--- src/sv/csfs_pkg.sv ---
// ----------------------------------------------------------------------------
// csfs_pkg
// Shared constants for the clocked serial frame sampler: register indexes,
// register reset values and the default timer width.
// ----------------------------------------------------------------------------
package csfs_pkg;

   localparam int TIMER_BITS_DEFAULT = 16;

   localparam int CSR_DATA_W  = 16;
   localparam int CSR_INDEX_W = 3;

   localparam logic [CSR_INDEX_W-1:0] REG_SYNC_GAP      = 3'd0;
   localparam logic [CSR_INDEX_W-1:0] REG_SETTLE        = 3'd1;
   localparam logic [CSR_INDEX_W-1:0] REG_SAMPLE_PERIOD = 3'd2;
   localparam logic [CSR_INDEX_W-1:0] REG_TIMEOUT       = 3'd3;
   localparam logic [CSR_INDEX_W-1:0] REG_SAMPLES       = 3'd4;
   localparam logic [CSR_INDEX_W-1:0] REG_WRITE_FRAMES  = 3'd5;
   localparam logic [CSR_INDEX_W-1:0] REG_TOTAL_FRAMES  = 3'd6;

   localparam logic [15:0] SYNC_GAP_RESET      = 16'd1800;
   localparam logic [15:0] SETTLE_RESET        = 16'd405;
   localparam logic [15:0] SAMPLE_PERIOD_RESET = 16'd150;
   localparam logic [15:0] TIMEOUT_RESET       = 16'd15000;
   localparam logic [3:0]  SAMPLES_RESET       = 4'd5;
   localparam logic [7:0]  WRITE_FRAMES_RESET  = 8'd64;
   localparam logic [7:0]  TOTAL_FRAMES_RESET  = 8'd128;

endpackage

--- src/sv/clocked_serial_frame_sampler.sv ---
// Output: a result word appears at the output register in the cycle after its tick is accepted.
// Throughput: one tick per cycle while the output is not stalled; the state update is a single pass between
// the state registers and the output register.
// Reset: synchronous, active high; clears the state, loads the register
// defaults and empties the output register.
// ----------------------------------------------------------------------------
// clocked_serial_frame_sampler
// Per-tick sync detection, settle/sample timer and LSB-first frame packing,
// with timeout reporting on expiry outside a sampled frame.
// ----------------------------------------------------------------------------
module clocked_serial_frame_sampler
   import csfs_pkg::*;
#(
   parameter int TIMER_BITS = TIMER_BITS_DEFAULT
) (
   input  logic                   clock,
   input  logic                   reset,
   input  logic                   req_valid,
   output logic                   req_ready,
   input  logic                   req_clock_rise,
   input  logic                   req_data_level,
   output logic                   rsp_valid,
   input  logic                   rsp_ready,
   output logic [7:0]             rsp_frame_bits,
   output logic [7:0]             rsp_frame_index,
   output logic                   rsp_last_frame,
   output logic                   rsp_timeout_flag,
   input  logic                   csr_write_enable,
   input  logic [CSR_INDEX_W-1:0] csr_index,
   input  logic [CSR_DATA_W-1:0]  csr_write_data
);

   localparam int CW = (TIMER_BITS > 16) ? TIMER_BITS : 16;

   logic [15:0] sync_gap_ff, settle_ff, period_ff, timeout_ff;
   logic [3:0]  samples_ff;
   logic [7:0]  write_frames_ff, total_frames_ff;

   logic                  synced_ff, synced_in;
   logic                  sampling_ff, sampling_in;
   logic                  timed_out_ff, timed_out_in;
   logic                  running_ff, running_in;
   logic [7:0]            frame_count_ff, frame_count_in;
   logic [7:0]            word_ff, word_in;
   logic [3:0]            sample_count_ff, sample_count_in;
   logic [TIMER_BITS-1:0] count_ff, count_in;
   logic [TIMER_BITS-1:0] compare_ff, compare_in;

   logic       rsp_valid_ff;
   logic [7:0] bits_ff, bits_in;
   logic [7:0] index_ff, index_in;
   logic       last_ff, last_in;
   logic       tflag_ff;
   logic       emit;
   logic       accept;

   function automatic logic [TIMER_BITS-1:0] to_timer(input logic [15:0] v);
      logic [CW-1:0] ext;
      ext = CW'(v);
      return ext[TIMER_BITS-1:0];
   endfunction

   assign req_ready = !rsp_valid_ff || rsp_ready;
   assign accept    = req_valid && req_ready;

   always_comb begin
      synced_in       = synced_ff;
      sampling_in     = sampling_ff;
      timed_out_in    = timed_out_ff;
      running_in      = running_ff;
      frame_count_in  = frame_count_ff;
      word_in         = word_ff;
      sample_count_in = sample_count_ff;
      count_in        = count_ff;
      compare_in      = compare_ff;
      emit            = 1'b0;
      bits_in         = 8'd0;
      index_in        = 8'd0;
      last_in         = 1'b0;

      // advance the timer, handle expiry
      if (running_ff) begin
         count_in = count_ff + TIMER_BITS'(1);
         if (count_in >= compare_ff) begin
            count_in = '0;
            if (!synced_ff || !sampling_ff) begin
               running_in   = 1'b0;
               timed_out_in = 1'b1;
               emit         = 1'b1;
            end else begin
               timed_out_in = 1'b0;
               if (frame_count_ff < write_frames_ff) begin
                  if (sample_count_ff == 4'd0) begin
                     compare_in = to_timer(period_ff);
                     running_in = 1'b1;
                  end
                  if (req_data_level && !sample_count_ff[3])
                     word_in[sample_count_ff[2:0]] = 1'b1;
                  sample_count_in = sample_count_ff + 4'd1;
                  if (sample_count_in >= samples_ff) begin
                     emit           = 1'b1;
                     bits_in        = word_in;
                     index_in       = frame_count_ff;
                     frame_count_in = frame_count_ff + 8'd1;
                     last_in        = frame_count_in >= write_frames_ff;
                     sampling_in    = 1'b0;
                     count_in       = '0;
                     compare_in     = to_timer(timeout_ff);
                     running_in     = 1'b1;
                  end
               end else begin
                  frame_count_in = frame_count_ff + 8'd1;
                  if (frame_count_in >= total_frames_ff)
                     synced_in = 1'b0;
                  sampling_in = 1'b0;
                  compare_in  = to_timer(timeout_ff);
                  running_in  = 1'b1;
               end
            end
         end
      end

      // handle the bus clock edge
      if (req_clock_rise && !sampling_in) begin
         if (!synced_in && (CW'(count_in) < CW'(sync_gap_ff))) begin
            count_in   = '0;
            compare_in = to_timer(timeout_ff);
            running_in = 1'b1;
         end else begin
            if (!synced_in) begin
               synced_in      = 1'b1;
               frame_count_in = 8'd0;
            end
            word_in         = 8'd0;
            sample_count_in = 4'd0;
            sampling_in     = 1'b1;
            count_in        = '0;
            compare_in      = to_timer(settle_ff);
            running_in      = 1'b1;
         end
      end
   end

   always_ff @(posedge clock) begin
      if (reset) begin
         sync_gap_ff     <= SYNC_GAP_RESET;
         settle_ff       <= SETTLE_RESET;
         period_ff       <= SAMPLE_PERIOD_RESET;
         timeout_ff      <= TIMEOUT_RESET;
         samples_ff      <= SAMPLES_RESET;
         write_frames_ff <= WRITE_FRAMES_RESET;
         total_frames_ff <= TOTAL_FRAMES_RESET;
      end else if (csr_write_enable) begin
         case (csr_index)
            REG_SYNC_GAP:      sync_gap_ff     <= csr_write_data;
            REG_SETTLE:        settle_ff       <= csr_write_data;
            REG_SAMPLE_PERIOD: period_ff       <= csr_write_data;
            REG_TIMEOUT:       timeout_ff      <= csr_write_data;
            REG_SAMPLES:       samples_ff      <= csr_write_data[3:0];
            REG_WRITE_FRAMES:  write_frames_ff <= csr_write_data[7:0];
            REG_TOTAL_FRAMES:  total_frames_ff <= csr_write_data[7:0];
            default: ;
         endcase
      end
   end

   always_ff @(posedge clock) begin
      if (reset) begin
         synced_ff       <= 1'b0;
         sampling_ff     <= 1'b0;
         timed_out_ff    <= 1'b0;
         running_ff      <= 1'b0;
         frame_count_ff  <= 8'd0;
         word_ff         <= 8'd0;
         sample_count_ff <= 4'd0;
         count_ff        <= '0;
         compare_ff      <= to_timer(TIMEOUT_RESET);
      end else if (accept) begin
         synced_ff       <= synced_in;
         sampling_ff     <= sampling_in;
         timed_out_ff    <= timed_out_in;
         running_ff      <= running_in;
         frame_count_ff  <= frame_count_in;
         word_ff         <= word_in;
         sample_count_ff <= sample_count_in;
         count_ff        <= count_in;
         compare_ff      <= compare_in;
      end
   end

   always_ff @(posedge clock) begin
      if (reset) begin
         rsp_valid_ff <= 1'b0;
      end else if (req_ready) begin
         rsp_valid_ff <= accept && emit;
      end
   end

   // hold the word while the consumer stalls
   always_ff @(posedge clock) begin
      if (accept && emit && req_ready) begin
         bits_ff  <= bits_in;
         index_ff <= index_in;
         last_ff  <= last_in;
         tflag_ff <= timed_out_in;
      end
   end

   assign rsp_valid        = rsp_valid_ff;
   assign rsp_frame_bits   = bits_ff;
   assign rsp_frame_index  = index_ff;
   assign rsp_last_frame   = last_ff;
   assign rsp_timeout_flag = tflag_ff;

endmodule

--- config.mk ---
export PLATFORM = sky130hd
export DESIGN_NAME = clocked_serial_frame_sampler
export DESIGN_NICKNAME = d
export VERILOG_FILES = /design/src/sv/csfs_pkg.sv /design/src/sv/clocked_serial_frame_sampler.sv
export SDC_FILE = /design/constraint.sdc
export NUM_CORES = 1
export LEC_CHECK = 0
export ABC_CLOCK_PERIOD_IN_PS = 5200
export BUFFER_PORTS_ARGS = -buffer_cell sky130_fd_sc_hd__buf_2
export CAP_MARGIN = 40
export CORE_MARGIN = 2
export CORE_UTILIZATION = 50
export CTS_BUF_LIST = sky130_fd_sc_hd__clkbuf_4 sky130_fd_sc_hd__clkbuf_8
export DETAILED_ROUTE_END_ITERATION = 10
export PLACE_DENSITY = 0.7
export SETUP_SLACK_MARGIN = 0.1
export SYNTH_ARGS = -nofsm -noshare
export SYNTH_HDL_FRONTEND = slang
export SYNTH_SLANG_ARGS = --single-unit
--- constraint.sdc ---
create_clock -name clock -period 5.2 [get_ports clock]
set_input_delay 0.52 -clock clock [delete_from_list [all_inputs] [get_ports clock]]
set_output_delay 0.52 -clock clock [all_outputs]
set_load 0.005 [all_outputs]
==> impl_metrics.toml <==
[run_status]
status = "finished with violations"
violations = "negative setup slack"

[power]
max-vdd-ir-drop_mv = 0.222
power_leakage_nw = 3.93
pwr_density_cell_nw_per_um2 = 251

[setup_path]
critPathMaxStageDelay_ns = 0.46
path_class = "flop to flop"
cpMaxStageDelayCell = "dfxtp_1"
arrival_ns = 5.56
cp_common_cell = "buf_4"
critical_path.max_fanout = 10
cp-start-kind = "flop"
cp-end-kind = "flop"
crit_chain = "nand2_1, nor4_4, and3_4, nand3_4, xnor2_2, ha_1, nand4_1, nor3_4, nand2_2, o21ai_4, nor2_1, buf_6, a22o_1, ha_1, nand4_1, buf_4, nor2_1, a22oi_2, nand3_4, nor4_4, nor3_4, buf_4, buf_4, o311ai_2"
crit_buf_inv = 4
cp_top_family = "simple AND/OR/NAND/NOR gates"
required_ns = 5.55

[drt]
drc_errors = 0
vias = 7520
first_pass_iters = 5
routed_wl_microns = 21800
dr.first_iter.drc_count = 578
wire_per_inst_microns = 16.2
viasPerCell = 5.60
ant_nets = 0

[floorplanning]
core_sq_um = 16600
die_x_microns = 134
die_h_microns = 134
io_pins = 46
rows = 47
dieArea_sq_um = 18000
start_util_pct = 51.1

[cells_and_area]
drive_above_1_share_pct = 16.4
layout.nets = 1200
syn2layout_area_growth_pct = 16.8
final_cell_area_sq_um = 9900
fillers = 1495
n_antenna_cell = 0

[clock_network]
clk_latency_ns = 0.46
clockBufferDepth = 2
numCtsBuffers = 17
h-tree-depth = 4
clk_pin_slew_worst_paths_ns = 0.09
cts_tree = "done"
cts_hold_buf = 0
root_buffer = "clkbuf_8"
clock_sinks = 159

[sta]
fin_ws_ns = -0.00997
drv_slew = 0
fin_crit_ns = 5.21
maxSlewHeadroom_pct = 40.8
finalHoldViolCount = 0
fmax_mhz = 192
tightest_slew_ns = 0.886
setup_tns_ns = -0.00997
finClkSkew_ns = 0.0135
setup_viol = 1
finalCritPeriodShare_pct = 100
rsz0062_at_grt = "yes"

[global_routing]
antenna_found_initial = 0
grt_pass1_wl_microns = 34600
global_route.overflow_total = 0
grt_usage_pct = 24.1
grt_pass1_vias = 6783
grt_start_max_net_pins = 54

[synth]
synth_top_area_share_pct = 33.3
syn-num-nets = 1136
synthCells = 1047
yosys.cell_types.count = 68
synth_edf_count = 18
synthFlopType = "dfxtp_1"
synth.avg_cell_area_sq_um = 8.10
synth_seq_cells = 159
ys_warn_count = 0
yosys.area.top_type = "dfxtp_1"
ys_seq_area_share_pct = 39.7
synth.cell_area_sq_um = 8480
synthTopCellsByArea = "dfxtp_1, nand2_1, ha_1, a21oi_1, edfxtp_1"
async_reset_ff_share_pct = 0

[place]
portBuffers = 45
place.gp.congestion = 0.846
post-dp-hpwl_microns = 15100
place_area_sq_um = 9050

[run]
maxCapViolations = 0

[worst_hold_path]
hold_path.class = "primary input to flop"
## layer usage
layer / wire (microns) / global-route usage, %
met5: 0 / 0
met4: 276 / 6.55
met3: 1160 / 4.80
met2: 9810 / 37.0
met1: 10600 / 34.5
## synthesized netlist by cell type (all sizes together), types with 8 or more instances
library cell	count
mux2i	14
and2	11
nand3	46
ha	63
o21ai	35
nand2	216
inv	58
xnor2	16
nand4	8
dfxtp	141
nor3	16
o211ai	16
nor2b	10
nand2b	17
a22o	10
clkbuf	38
buf	10
edfxtp	18
a31oi	8
nor4	11
xor2	14
nor2	86
a21oi	113
## worst register-to-register path: stages, from the launching register on
cell and delay [ns]:
dfxtp_1 0.46, nand2_1 0.13, nor4_4 0.33, and3_4 0.26, nand3_4 0.08, xnor2_2 0.17, ha_1 0.32, nand4_1 0.13
nor3_4 0.28, nand2_2 0.12, o21ai_4 0.19, nor2_1 0.07, buf_6 0.17, a22o_1 0.25, ha_1 0.28, nand4_1 0.16
buf_4 0.15, nor2_1 0.05, a22oi_2 0.24, nand3_4 0.13, nor4_4 0.42, nor3_4 0.09, buf_4 0.18, buf_4 0.16
o311ai_2 0.28
## sequential cells by signal (all words and copies together), names as in the netlist
name and flops:
total_frames_ff 8, count_ff 16, timed_out_ff 1, rsp_frame_bits 8
settle_ff 16, sync_gap_ff 16, sample_count_ff 4, rsp_last_frame 1
period_ff 16, timeout_ff 16, write_frames_ff 8, word_ff 8
running_ff 1, rsp_timeout_flag 1, compare_ff 16, synced_ff 1
sampling_ff 1, frame_count_ff 8, samples_ff 4, rsp_frame_index 8
rsp_valid 1
## stage by stage
step	total power (W)	setup WS [ns]	hold slack, ns	cells	util [%]
3_5_place_dp	0.00152	-0.0803	0.446	1294	54.6
4_1_cts	0.00249	0.107	0.314	1332	57.7
5_1_grt	0.00258	-0.253	0.324	1344	59.7
3_3_place_gp	0.00152	0.0842	0.437	1294	54.6
6_report	0.00249	-0.00997	0.336	1344	59.7
2_1_floorplan	0.00145	0.109	0.428	1047	-
## cell type report
type / instances / area, sq um / share of cell area, %
Tap cell: 220 / 275 / 2.78
Inverter: 59 / 221 / 2.24
Clock inverter: 15 / 180 / 1.82
Timing Repair Buffer: 92 / 613 / 6.19
Clock buffer: 17 / 234 / 2.36
Multi-Input combinational cell: 782 / 5000 / 50.5
Sequential cell: 159 / 3370 / 34.1
## cell usage in the layout (no fill, tap or decap), types with 8 or more instances in the layout
cell type	synthesis	final
a21oi_1	113	112
a22o_1	10	10
a31oi_1	8	8
and2_1	10	10
buf_2	3	45
buf_4	3	41
clkbuf_8	0	17
dfxtp_1	141	136
edfxtp_1	18	18
ha_1	63	58
inv_1	58	58
mux2i_1	14	14
nand2_1	216	214
nand2b_1	17	17
nand3_1	45	40
nand4_1	8	8
nor2_1	86	84
nor2b_1	10	10
nor3_1	12	11
o211ai_1	16	16
o21ai_0	26	23
o21ai_1	8	9
xnor2_1	16	13
xor2_1	14	13
## power by group
group | internal, W | switching (W) | leakage [nW] | total, W
Sequential | 0.00126 | 0.0000174 | 1.32 | 0.00128
Clock | 0.000483 | 0.000490 | 0.211 | 0.000973
Combinational | 0.0000813 | 0.000155 | 2.39 | 0.000236
## path summary, 6_finish.rpt
path                               startpoint  depth (start not counted)                     endpoint  slack, ns
setup / recovery     count_ff[8]$_SDFFE_PP0P_                         24   compare_ff[2]$_SDFFE_PP0P_      -0.01
hold / removal             csr_write_data[11]                          3  timeout_ff[11]$_SDFFE_PP1P_       0.34
setup reg to reg     count_ff[8]$_SDFFE_PP0P_                         24   compare_ff[2]$_SDFFE_PP0P_      -0.01
hold reg to reg   timeout_ff[14]$_SDFFE_PP0P_                          2  timeout_ff[14]$_SDFFE_PP0P_       0.46
## kinds of logic (layout without fill, tap and decap cells)
family / after synthesis / in the layout / share of synthesized area [%]
and+or+nand+nor: 443 / 444 / 24.0
AOI/OAI and AO/OA: 230 / 230 / 17.1
muxes: 15 / 15 / 1.79
adders and majority gates: 63 / 63 / 9.30
buffers and inverters: 107 / 183 / 5.00
DFF: 159 / 159 / 39.7
xor gates and xnor gates: 30 / 30 / 3.10
## what timing repair did
item                                    CTS  global route
endpoints found under the setup margin   28            37
pin swaps                                10            26
gates cloned                              0             2
resized for setup                        13            44
buffers inserted                          6            10
Note: power is estimated with default switching activity, not from simulation.
